<file path="src/rtl/core/um32_pkg.sv">
// Shared types, opcodes and status codes for the UM32 execute unit.
package um32_pkg;
    localparam int RegCount = 8;

    localparam logic [3:0] OP_CMOV  = 4'd0;
    localparam logic [3:0] OP_SLOAD = 4'd1;
    localparam logic [3:0] OP_SSTOR = 4'd2;
    localparam logic [3:0] OP_ADD   = 4'd3;
    localparam logic [3:0] OP_MUL   = 4'd4;
    localparam logic [3:0] OP_DIV   = 4'd5;
    localparam logic [3:0] OP_NAND  = 4'd6;
    localparam logic [3:0] OP_HALT  = 4'd7;
    localparam logic [3:0] OP_MAP   = 4'd8;
    localparam logic [3:0] OP_UNMAP = 4'd9;
    localparam logic [3:0] OP_OUT   = 4'd10;
    localparam logic [3:0] OP_IN    = 4'd11;
    localparam logic [3:0] OP_LDPRG = 4'd12;
    localparam logic [3:0] OP_LDV   = 4'd13;

    localparam logic [2:0] ST_DONE  = 3'd0;
    localparam logic [2:0] ST_EMIT  = 3'd1;
    localparam logic [2:0] ST_HALT  = 3'd2;
    localparam logic [2:0] ST_FAULT = 3'd3;
    localparam logic [2:0] ST_UNSUP = 3'd4;

    typedef struct packed {
        logic [31:0] instruction;
        logic [7:0]  input_byte;
        logic        input_eof;
    } in_item_t;

    typedef struct packed {
        logic [2:0]  status;
        logic [7:0]  out_byte;
        logic [31:0] written_value;
    } out_item_t;

    // Instruction as held in the queue between front and back.
    typedef struct packed {
        logic [3:0]  op;
        logic [2:0]  ra;
        logic [2:0]  rb;
        logic [2:0]  rc;
        logic [2:0]  rl;
        logic [24:0] imm;
        logic [7:0]  byte_in;
        logic        eof;
    } uop_t;
endpackage

</file>
<file path="src/rtl/core/um32_front.sv">
// Front end: decode incoming instructions into a two-entry queue.
module um32_front (
    input  logic               clk,
    input  logic               rst_n,
    input  um32_pkg::in_item_t in_item,
    input  logic               in_valid,
    output logic               in_ready,
    output um32_pkg::uop_t     uop,
    output logic               uop_valid,
    input  logic               uop_ready
);
    um32_pkg::uop_t q_reg [2];
    logic           rd_ptr_reg, rd_ptr_next;
    logic           wr_ptr_reg, wr_ptr_next;
    logic [1:0]     cnt_reg, cnt_next;
    um32_pkg::uop_t dec;
    logic           push, pop;

    always_comb
    begin
        dec.op      = in_item.instruction[31:28];
        dec.ra      = in_item.instruction[8:6];
        dec.rb      = in_item.instruction[5:3];
        dec.rc      = in_item.instruction[2:0];
        dec.rl      = in_item.instruction[27:25];
        dec.imm     = in_item.instruction[24:0];
        dec.byte_in = in_item.input_byte;
        dec.eof     = in_item.input_eof;
    end

    assign in_ready  = (cnt_reg != 2'd2);
    assign uop_valid = (cnt_reg != 2'd0);
    assign uop       = q_reg[rd_ptr_reg];
    assign push      = in_valid && in_ready;
    assign pop       = uop_valid && uop_ready;

    always_comb
    begin
        rd_ptr_next = rd_ptr_reg ^ pop;
        wr_ptr_next = wr_ptr_reg ^ push;
        cnt_next    = cnt_reg + {1'b0, push} - {1'b0, pop};
    end

    always_ff @(posedge clk)
    begin
        if (push)
        begin
            q_reg[wr_ptr_reg] <= dec;
        end
    end

    always_ff @(posedge clk or negedge rst_n)
    begin
        if (!rst_n)
        begin
            rd_ptr_reg <= 1'b0;
            wr_ptr_reg <= 1'b0;
            cnt_reg    <= 2'd0;
        end
        else
        begin
            rd_ptr_reg <= rd_ptr_next;
            wr_ptr_reg <= wr_ptr_next;
            cnt_reg    <= cnt_next;
        end
    end
endmodule

</file>
<file path="src/rtl/core/um32_div.sv">
// Radix-2 restoring divider, one quotient bit per cycle.
module um32_div (
    input  logic        clk,
    input  logic        rst_n,
    input  logic        start,
    input  logic [31:0] dividend,
    input  logic [31:0] divisor,
    output logic        done,
    output logic [31:0] quotient
);
    logic [31:0] q_reg, q_next;
    logic [31:0] r_reg, r_next;
    logic [31:0] d_reg;
    logic [5:0]  cnt_reg, cnt_next;
    logic        busy_reg, busy_next;
    logic [32:0] trial;

    assign trial    = {r_reg, q_reg[31]} - {1'b0, d_reg};
    assign quotient = q_reg;
    assign done     = busy_reg && (cnt_reg == 6'd32);

    always_comb
    begin
        q_next    = q_reg;
        r_next    = r_reg;
        cnt_next  = cnt_reg;
        busy_next = busy_reg;
        if (start)
        begin
            q_next    = dividend;
            r_next    = '0;
            cnt_next  = '0;
            busy_next = 1'b1;
        end
        else if (busy_reg && cnt_reg != 6'd32)
        begin
            // shift in next dividend bit, subtract if it fits
            if (!trial[32])
            begin
                r_next = trial[31:0];
                q_next = {q_reg[30:0], 1'b1};
            end
            else
            begin
                r_next = {r_reg[30:0], q_reg[31]};
                q_next = {q_reg[30:0], 1'b0};
            end
            cnt_next = cnt_reg + 6'd1;
        end
        else if (done)
        begin
            busy_next = 1'b0;
        end
    end

    always_ff @(posedge clk)
    begin
        q_reg <= q_next;
        r_reg <= r_next;
        if (start)
        begin
            d_reg <= divisor;
        end
    end

    always_ff @(posedge clk or negedge rst_n)
    begin
        if (!rst_n)
        begin
            cnt_reg  <= '0;
            busy_reg <= 1'b0;
        end
        else
        begin
            cnt_reg  <= cnt_next;
            busy_reg <= busy_next;
        end
    end
endmodule

</file>
<file path="src/rtl/core/um32_back.sv">
// Back end: register file, execution sequencer and output register.
module um32_back #(
    parameter int REGISTER_COUNT = um32_pkg::RegCount
) (
    input  logic                clk,
    input  logic                rst_n,
    input  um32_pkg::uop_t      uop,
    input  logic                uop_valid,
    output logic                uop_ready,
    output um32_pkg::out_item_t out_item,
    output logic                out_valid,
    input  logic                out_ready
);
    localparam int IdxW = $clog2(REGISTER_COUNT);
    localparam logic [1:0] S_IDLE = 2'd0;
    localparam logic [1:0] S_MUL  = 2'd1;
    localparam logic [1:0] S_DIV  = 2'd2;

    logic [31:0] rf_reg [REGISTER_COUNT];
    logic        stopped_reg, stopped_next;
    logic [1:0]  state_reg, state_next;
    logic [IdxW-1:0] dst_reg;
    logic [31:0] mul_reg;
    um32_pkg::out_item_t res_reg, res_next;
    logic        ov_reg, ov_next;
    logic        wr_en;
    logic [IdxW-1:0] wr_idx;
    logic [31:0] wr_val;
    logic [31:0] vb, vc;
    logic        can_emit;
    logic        div_start, div_done;
    logic [31:0] div_q;

    assign vb       = rf_reg[uop.rb[IdxW-1:0]];
    assign vc       = rf_reg[uop.rc[IdxW-1:0]];
    assign can_emit = !ov_reg || out_ready;
    assign out_item = res_reg;
    assign out_valid = ov_reg;
    assign uop_ready = (state_reg == S_IDLE) && can_emit;

    um32_div u_div (
        .clk      (clk),
        .rst_n    (rst_n),
        .start    (div_start),
        .dividend (vb),
        .divisor  (vc),
        .done     (div_done),
        .quotient (div_q)
    );

    always_comb
    begin
        state_next   = state_reg;
        stopped_next = stopped_reg;
        res_next     = res_reg;
        ov_next      = ov_reg && !out_ready;
        wr_en        = 1'b0;
        wr_idx       = uop.ra[IdxW-1:0];
        wr_val       = '0;
        div_start    = 1'b0;
        case (state_reg)
            S_IDLE:
            begin
                if (uop_valid && can_emit)
                begin
                    res_next = '{status: um32_pkg::ST_DONE, out_byte: 8'd0,
                                 written_value: 32'd0};
                    ov_next  = 1'b1;
                    if (stopped_reg)
                    begin
                        res_next.status = um32_pkg::ST_HALT;
                    end
                    else
                    begin
                        case (uop.op)
                            um32_pkg::OP_CMOV:
                            begin
                                if (vc != 32'd0)
                                begin
                                    wr_en = 1'b1;
                                    wr_val = vb;
                                end
                            end
                            um32_pkg::OP_ADD:
                            begin
                                wr_en  = 1'b1;
                                wr_val = vb + vc;
                            end
                            um32_pkg::OP_MUL:
                            begin
                                ov_next    = 1'b0;
                                state_next = S_MUL;
                            end
                            um32_pkg::OP_DIV:
                            begin
                                if (vc == 32'd0)
                                begin
                                    res_next.status = um32_pkg::ST_FAULT;
                                    stopped_next    = 1'b1;
                                end
                                else
                                begin
                                    ov_next    = 1'b0;
                                    div_start  = 1'b1;
                                    state_next = S_DIV;
                                end
                            end
                            um32_pkg::OP_NAND:
                            begin
                                wr_en  = 1'b1;
                                wr_val = ~(vb & vc);
                            end
                            um32_pkg::OP_HALT:
                            begin
                                res_next.status = um32_pkg::ST_HALT;
                                stopped_next    = 1'b1;
                            end
                            um32_pkg::OP_OUT:
                            begin
                                if (vc > 32'd255)
                                begin
                                    res_next.status = um32_pkg::ST_FAULT;
                                    stopped_next    = 1'b1;
                                end
                                else
                                begin
                                    res_next.status   = um32_pkg::ST_EMIT;
                                    res_next.out_byte = vc[7:0];
                                end
                            end
                            um32_pkg::OP_IN:
                            begin
                                wr_en  = 1'b1;
                                wr_idx = uop.rc[IdxW-1:0];
                                wr_val = uop.eof ? 32'hFFFF_FFFF : {24'd0, uop.byte_in};
                            end
                            um32_pkg::OP_LDV:
                            begin
                                wr_en  = 1'b1;
                                wr_idx = uop.rl[IdxW-1:0];
                                wr_val = {7'd0, uop.imm};
                            end
                            um32_pkg::OP_SLOAD, um32_pkg::OP_SSTOR, um32_pkg::OP_MAP,
                            um32_pkg::OP_UNMAP, um32_pkg::OP_LDPRG:
                            begin
                                res_next.status = um32_pkg::ST_UNSUP;
                            end
                            default:
                            begin
                                res_next.status = um32_pkg::ST_FAULT;
                                stopped_next    = 1'b1;
                            end
                        endcase
                        res_next.written_value = wr_val;
                    end
                end
            end
            S_MUL:
            begin
                wr_en      = 1'b1;
                wr_idx     = dst_reg;
                wr_val     = mul_reg;
                res_next   = '{status: um32_pkg::ST_DONE, out_byte: 8'd0,
                               written_value: mul_reg};
                ov_next    = 1'b1;
                state_next = S_IDLE;
            end
            S_DIV:
            begin
                if (div_done)
                begin
                    wr_en      = 1'b1;
                    wr_idx     = dst_reg;
                    wr_val     = div_q;
                    res_next   = '{status: um32_pkg::ST_DONE, out_byte: 8'd0,
                                   written_value: div_q};
                    ov_next    = 1'b1;
                    state_next = S_IDLE;
                end
            end
            default:
            begin
                state_next = S_IDLE;
            end
        endcase
    end

    always_ff @(posedge clk)
    begin
        res_reg <= res_next;
        if (state_reg == S_IDLE)
        begin
            dst_reg <= uop.ra[IdxW-1:0];
            mul_reg <= vb * vc;
        end
    end

    always_ff @(posedge clk or negedge rst_n)
    begin
        if (!rst_n)
        begin
            for (int i = 0; i < REGISTER_COUNT; i++)
            begin
                rf_reg[i] <= '0;
            end
            stopped_reg <= 1'b0;
            state_reg   <= S_IDLE;
            ov_reg      <= 1'b0;
        end
        else
        begin
            if (wr_en)
            begin
                rf_reg[wr_idx] <= wr_val;
            end
            stopped_reg <= stopped_next;
            state_reg   <= state_next;
            ov_reg      <= ov_next;
        end
    end
endmodule

</file>
<file path="src/rtl/core/um32_register_execute_unit.sv">
// Top level of the UM32 register execute unit.
//
// Usage:
//   in channel  (in_valid/in_ready, in_item): one instruction word with the
//   byte and end-of-input flag an input instruction would consume.
//   out channel (out_valid/out_ready, out_item): one result per instruction,
//   in order: status, emitted byte and the value written to a register.
// Flow: a two-entry decode queue feeds the execute sequencer. A simple op
//   registers its result straight from the idle state; a multiply passes
//   through the S_MUL state and a divide waits in S_DIV for the radix-2
//   divider, which retires one quotient bit per cycle. A new instruction is
//   taken only in the idle state and while the output register can be freed.
// Reset: all registers read zero, the unit runs, queue and output are empty.
// Stall: when out_ready is low the result holds in the output register, the
//   execute stage stops, and the queue fills and then drops in_ready.
// Halt or fault stops the unit: later instructions report halted until reset.
module um32_register_execute_unit #(
    parameter int REGISTER_COUNT = um32_pkg::RegCount
) (
    input  logic                clk,
    input  logic                rst_n,
    input  um32_pkg::in_item_t  in_item,
    input  logic                in_valid,
    output logic                in_ready,
    output um32_pkg::out_item_t out_item,
    output logic                out_valid,
    input  logic                out_ready
);
    um32_pkg::uop_t uop;
    logic           uop_valid;
    logic           uop_ready;

    // Decode and queue the transfer.
    um32_front u_front (
        .clk       (clk),
        .rst_n     (rst_n),
        .in_item   (in_item),
        .in_valid  (in_valid),
        .in_ready  (in_ready),
        .uop       (uop),
        .uop_valid (uop_valid),
        .uop_ready (uop_ready)
    );

    // Execute against the register file and hold the result.
    um32_back #(
        .REGISTER_COUNT (REGISTER_COUNT)
    ) u_back (
        .clk       (clk),
        .rst_n     (rst_n),
        .uop       (uop),
        .uop_valid (uop_valid),
        .uop_ready (uop_ready),
        .out_item  (out_item),
        .out_valid (out_valid),
        .out_ready (out_ready)
    );
endmodule

</file>
<file path="config.mk">
export PLATFORM = sky130hd
export DESIGN_NAME = um32_register_execute_unit
export DESIGN_NICKNAME = d
export VERILOG_FILES = /design/src/rtl/core/um32_pkg.sv /design/src/rtl/core/um32_front.sv /design/src/rtl/core/um32_div.sv /design/src/rtl/core/um32_back.sv /design/src/rtl/core/um32_register_execute_unit.sv
export SDC_FILE = /design/constraint.sdc
export NUM_CORES = 2
export LEC_CHECK = 0
export BUFFER_PORTS_ARGS = -buffer_cell sky130_fd_sc_hd__buf_2
export CAP_MARGIN = 5
export CORE_MARGIN = 2
export CORE_UTILIZATION = 35
export CTS_BUF_LIST = sky130_fd_sc_hd__clkbuf_4 sky130_fd_sc_hd__clkbuf_8
export DETAILED_ROUTE_END_ITERATION = 10
export GPL_ROUTABILITY_DRIVEN = 0
export GPL_TIMING_DRIVEN = 0
export SETUP_SLACK_MARGIN = 0.3
export SYNTH_ARGS = -nofsm -noshare
export SYNTH_HDL_FRONTEND = slang
export SYNTH_SLANG_ARGS = --single-unit
</file>
<file path="constraint.sdc">
create_clock -name clk -period 8.2 [get_ports clk]
set_clock_uncertainty 0.05 [all_clocks]
set_input_delay 0.82 -clock clk [delete_from_list [all_inputs] [get_ports clk]]
set_output_delay 0.82 -clock clk [all_outputs]
set_load 0.02 [all_outputs]
</file>
-- Yosys cells after proc, flatten, opt, wreduce, memory -nomap -nowiden
Memories as Yosys holds them, arrays and structs flattened.
Index checks and enable logic that the tools add are counted.
- add/sub/neg operators: 5
- $mul: 1
- order comparisons: 5
- equality and inequality tests: 24
- muxes and demuxes: 68
- bitwise logic cells: 7
- reduce and logical (&&, ||, !) cells: 27
- operators with widths (kind ; count):
    $mux W32 ; 13
    $bwmux W256 ; 1
    $bmux W32 S3 ; 2
    $pmux W32 S5 ; 1
    $pmux W43 S3 ; 1
    $demux W32 S3 ; 1
    $pmux W32 S3 ; 1
    $mux W43 ; 2
    $mux W40 ; 1
    $sub A33 B32 Y33 ; 1
    $add A32 B32 Y32 ; 1
    $and A32 B32 Y32 ; 1
    $gt A32 B8 Y1 const B ; 1
    $logic_not A32 Y1 ; 1
    $mul A32 B32 Y32 ; 1
    $not A32 Y32 ; 1
    $reduce_bool A32 Y1 ; 1
    $eq A4 B4 Y1 const B ; 6
    $mux W1 ; 21
    $eq A4 B3 Y1 const B ; 4
    $mux W8 ; 2
    $pmux W3 S5 ; 1
    $ge A4 B4 Y1 const B ; 3
    $mux W2 ; 6
    36 further kinds ; 63
- register bits: 445
- memory bits (writable): 100
- output and inout bits: 45
- memories kept: 1
- memory list (name ; depth ; bits a word ; read ports ; clocked after memory_dff ; wr ports ; line ; text):
    u_front.q_reg ; 2 ; 50 ; 1 ; 0 ; 1 ; um32_front.sv:12 ; um32_pkg::uop_t q_reg [2];

-- Depth between registers and ports, before layout
An unclocked memory read counts as a cell.
- depth after elaboration: 13
- mapped depth: 37

-- Cells and area by module
A second synthesis with hierarchy kept.
- cell total of the unflattened synthesis: 4459
- area total of the unflattened synthesis: 44959.4 µm²
- modules (own cells, without submodules) (module ; instances ; cells an instance ; area an instance (µm²) ; seq. area each (µm²)):
    um32_back ; 1 ; 3737 ; 35724.3 ; 8848.5
    um32_div ; 1 ; 562 ; 5964.5 ; 2737.6
    um32_front ; 1 ; 160 ; 3270.6 ; 2562.5

-- Worst setup path after synthesis
No wires, ideal clock.
- path kind: register to register
- start: register u_front.rd_ptr_reg
- end: register u_back.mul_reg[31] (data pin)
- setup time: 0.259 ns
- arrival time: 8.548 ns
- data required time: 7.891 ns
- slack: -0.657 ns
- cell stages (with the launch flop): 36
- buffers on the path: 6
- clock period less this slack: 8.857 ns
- path through: dfrtp_1 -> buf_6 -> buf_6 -> mux2i_4 -> buf_4 -> buf_2 -> mux4_2 -> nand2_1 -> o21ai_0 -> nor2_1 -> clkbuf_1 -> inv_1 -> clkbuf_1 -> ha_1 -> fa_1 -> inv_1 -> fa_1 -> fa_1 -> inv_1 -> fa_1 -> inv_1 -> fa_1 -> fa_1 -> inv_1 -> fa_1 -> fa_1 -> xor2_1 -> xnor2_1 -> xnor2_1 -> xnor2_1 -> xnor2_1 -> xnor2_1 -> xnor2_1 -> xnor2_1 -> xnor3_1 -> xnor2_1
- longest elaborated chain between the ends: 6
- ends and longest elaborated chain (what ; line ; text):
    start: declaration ; um32_front.sv:13 ; logic rd_ptr_reg, rd_ptr_next;
    start signal: assignment ; um32_front.sv:62 ; rd_ptr_reg <= rd_ptr_next;
    $mem_v2 Z2 W50 * ; -- ;
    $not A3 Y4 (on tied branches) ; um32_back.sv:34, um32_back.sv:35 ;
    $bmux W32 S3 (on tied branches) ; um32_back.sv:34, um32_back.sv:35 ;
    $mux W32 (on tied branches) (2 in a row) ; um32_back.sv:34, um32_back.sv:35 ;
    $mul A32 B32 Y32 * ; um32_back.sv:194 ; mul_reg <= vb * vc;
    end signal: assignment ; um32_back.sv:194 ;
    end: declaration ; um32_back.sv:23 ; logic [31:0] mul_reg;
Mark *: on every way between the ends. The rest lies on a longest branch, timed or not. The select of a mux whose other input is x is not followed.
A chain may end at the register's enable or synchronous reset.

-- Final worst setup path
- start: register u_front.rd_ptr_reg
- end: register u_back.mul_reg[28] (data pin)
The elaborated chain is that of the path after synthesis.

==> run_results.csv <==
group,metric,value,unit
grt,antenna_found_initial,22,
placement,portBuffers,89,
critical_path,slowest_delay,0.59,ns
floorplanning,die_h,363,um
min_path,hold_start,"in_item[35]",
route,drtAntennaViolNets,0,
clock_network,clock-sinks,527,
critical_path,crit_path_start,"u_front.rd_ptr_reg",
floorplanning,die_x,363,um
sta,rsz0062_at_grt,"true",
logic_synthesis,netlist_top_cells_area,"fa_1 18%, dfrtp_1 15%, edfxtp_1 15%, mux2_2 6.2%, ha_1 5.5%",
logic_synthesis,synthCells,4388,
floorplanning,core-area,128000,um^2
clock_network,htree_levels,3,
sta,report.final.setup_viol,15,
critical_path,cp_max_fo,10,
finish,finish.utilization,43.1,%
logic_synthesis,synth_ff_type,"dfrtp_1",
logic_synthesis,synth_top_family_by_area,"adder cells",
sta,min_period_over_period,109,%
route,drt-total-wl,179000,um
finish,synthToLayoutAreaGrowth,22.2,%
placement,hpwlAfterDp,130000,um
grt,grt_pass1_vias,38200,
finish,largest_reg_flops,256,
grt,grt_overflow,0,
clock_network,clock_path_buffers,3,
logic_synthesis,synth_seq_area_share,31.4,%
sta,maxSlewHeadroom,-1.43,%
logic_synthesis,synthesis.nets,5040,
route,drtPass1Iterations,9,
clock_network,cts_root_buf,"clkbuf_8",
sta,finalMaxSlewViolations,9,
logic_synthesis,async_flop_share,51.4,%
critical_path,cp.required,8.66,ns
sta,fmax,0.112,GHz
flow_run,cap_violations,2,
placement,placedInstanceArea,48200,um^2
clock_network,tritoncts,"yes",
logic_synthesis,synth-edff-count,224,
logic_synthesis,synth_seq_cells,527,
finish,layout.nets,5466,
critical_path,path_buf_inv,10,
critical_path,crit_top_cell,"fa_1",
route,vias,38400,
logic_synthesis,yosysTopAreaCell,"fa_1",
finish,final_layout_size_suffix_gt1_share,25.6,%
clock_network,clk_latency,0.81,ns
logic_synthesis,synth_fa_ha_area_share,23.7,%
logic_synthesis,syn_area_per_cell,10.3,um^2
floorplanning,dieArea,132000,um^2
logic_synthesis,synthesis.area,45000,um^2
min_path,worstHoldPathType,"in2reg",
grt,grt_max_degree,107,
critical_path,cpMaxStageDelayCell,"fa_1",
logic_synthesis,synthSimpleGateAreaFrac,10.3,%
route,vias_per_cell,5.84,
sta,worst_pin_slew,1.52,ns
route,dr.first_iter.drc_count,4995,
clock_network,cts.reportedPaths.clkPinSlew,0.06,ns
critical_path,end_kind,"flip-flop",
grt,grt_pass1_wl,259000,um
critical_path,critPathTopFamily,"adder cells",
finish,fin_area,55000,um^2
route,wl_per_cell,27.3,um
critical_path,r2r-start,"u_front.rd_ptr_reg",
logic_synthesis,synth_xor_xnor_area_share,2.74,%
sta,min_period,8.91,ns
logic_synthesis,synth_top_cell_area_share,18.2,%
critical_path,cp.arrival,9.37,ns
logic_synthesis,ys_warn_count,0,
grt,track_usage,27.0,%
sta,worst_slack,-0.707,ns
floorplanning,initial_core_util,35.3,%
logic_synthesis,synth_cell_types,85,
run_status,status,"finished with violations",
floorplanning,num_rows,131,
route,drc,0,
logic_synthesis,synth_mux_area_share,13.8,%
sta,fin_setup_tns,-6.90,ns
clock_network,cts-buffers-inserted,91,
floorplanning,ios,90,
critical_path,startpoint_type,"flip-flop",
logic_synthesis,synth_compound_area_share,10.9,%
critical_path,path_class,"reg2reg",
run_status,violations,"max-capacitance violations, max-slew violations, negative setup slack",
sta,hold_violations,0,
worst register-to-register path: cells and delay by family, from the launching register on:
kind,cells,cell delay (ns)
buf+inv,10,1.70
flops,1,0.34
simple gates,2,0.22
compound gates,8,1.89
fa+ha+maj,8,3.30
xor+xnor,1,0.13
mux,4,1.06
metrics by stage:
step                hold WS (ns)  instances  setup slack, ns
floorplan                  0.412       4388          -0.0215
global placement           0.434       6139            -3.05
detailed placement         0.441       6154            -2.96
CTS                        0.130       6505           -0.566
global route               0.154       6559           -0.963
finish                     0.161       6564           -0.707
cell usage after synthesis, types with 26 or more instances:
library cell and count:
clkbuf_1 158, dfrtp_1 271, buf_2 60, xor2_1 27, nor2_1 404, mux2_2 247, inv_1 544, a21oi_1 135
fa_1 410, a22o_1 29, o21ai_0 153, nor3_1 37, mux2i_1 165, and3_1 26, xnor2_1 106, a21o_1 45
edfxtp_1 224, mux4_2 65, a22oi_1 41, nand3_1 89, a211oi_1 46, a31oi_1 35, and2_1 26, nand2_1 423
ha_1 197, dfxtp_1 32
layout by cell type (no fill, tap or decap), types with 33 or more instances in the layout:
cell        n
mux2_2    244
clkbuf_8  115
dfrtp_1   271
clkbuf_1   84
fa_1      381
nor3_1     35
clkbuf_4   39
ha_1      158
mux2i_1   139
nor2_1    384
a21oi_1   118
buf_2     133
xnor2_1    98
nand3_1    84
edfxtp_1  224
a22oi_1    41
a21o_1     45
mux4_2     65
buf_4     173
o21ai_0   140
nand2_1   414
buf_6      33
a211oi_1   44
buf_12     56
inv_1     500
layout make-up:
cell class | instances | area [um^2]
multi-input cells | 3057 | 29300
fillers | 11900 | 72700
clock buffers | 124 | 1570
flip-flops and latches | 527 | 14100
diodes | 12 | 30.0
repair buffers | 333 | 3050
well taps | 1662 | 2080
clock inverters | 45 | 367
inverters | 555 | 2240
plain buffers | 249 | 2270
path summary, 6_finish.rpt:
check / endpoint / slack (ns) / cells past startpoint
worst max-delay path: u_back.mul_reg[28] / -0.71 / 33
worst max register to register: u_back.mul_reg[28] / -0.71 / 33
worst min-delay path: u_front.q_reg[0][35] / 0.16 / 1
worst min register to register: u_back.u_div.r_reg[1] / 0.45 / 2
min in group asynchronous: u_back.rf_reg[210] / 0.54 / 2
max in group asynchronous: u_back.u_div.cnt_reg[3] / 6.02 / 4
cell families (layout without fill, tap and decap cells):
logic type	count (synthesis)	after routing
compound gates	721	721
xor+xnor	136	136
flops	527	527
buf+inv	804	1306
fa+ha+maj	607	607
simple gates	1092	1092
other cells	0	12
mux	501	501
routing by layer:
metal	global-route usage, %	part of all wire [%]	vias to the layer above
met5	1.63	0.24	-
met4	15.7	7.3	26
met3	9.14	14	721
met2	39.3	42	2636
met1	34.6	37	19100
li1	-	-	15900
what timing repair did:
item | 4_1_cts | 5_1_grt
gates resized for setup | 483 | 100
pin swaps | 72 | 66
buffers inserted | 177 | 45
endpoints found under the setup margin | 83 | 19
gates cloned | 4 | 1
hold buffers | 1 | 0
endpoints found under the hold margin | 68 | 0
Power is not shown: default switching activity piles up to over one toggle a cycle in this logic, so the estimate is an artifact.
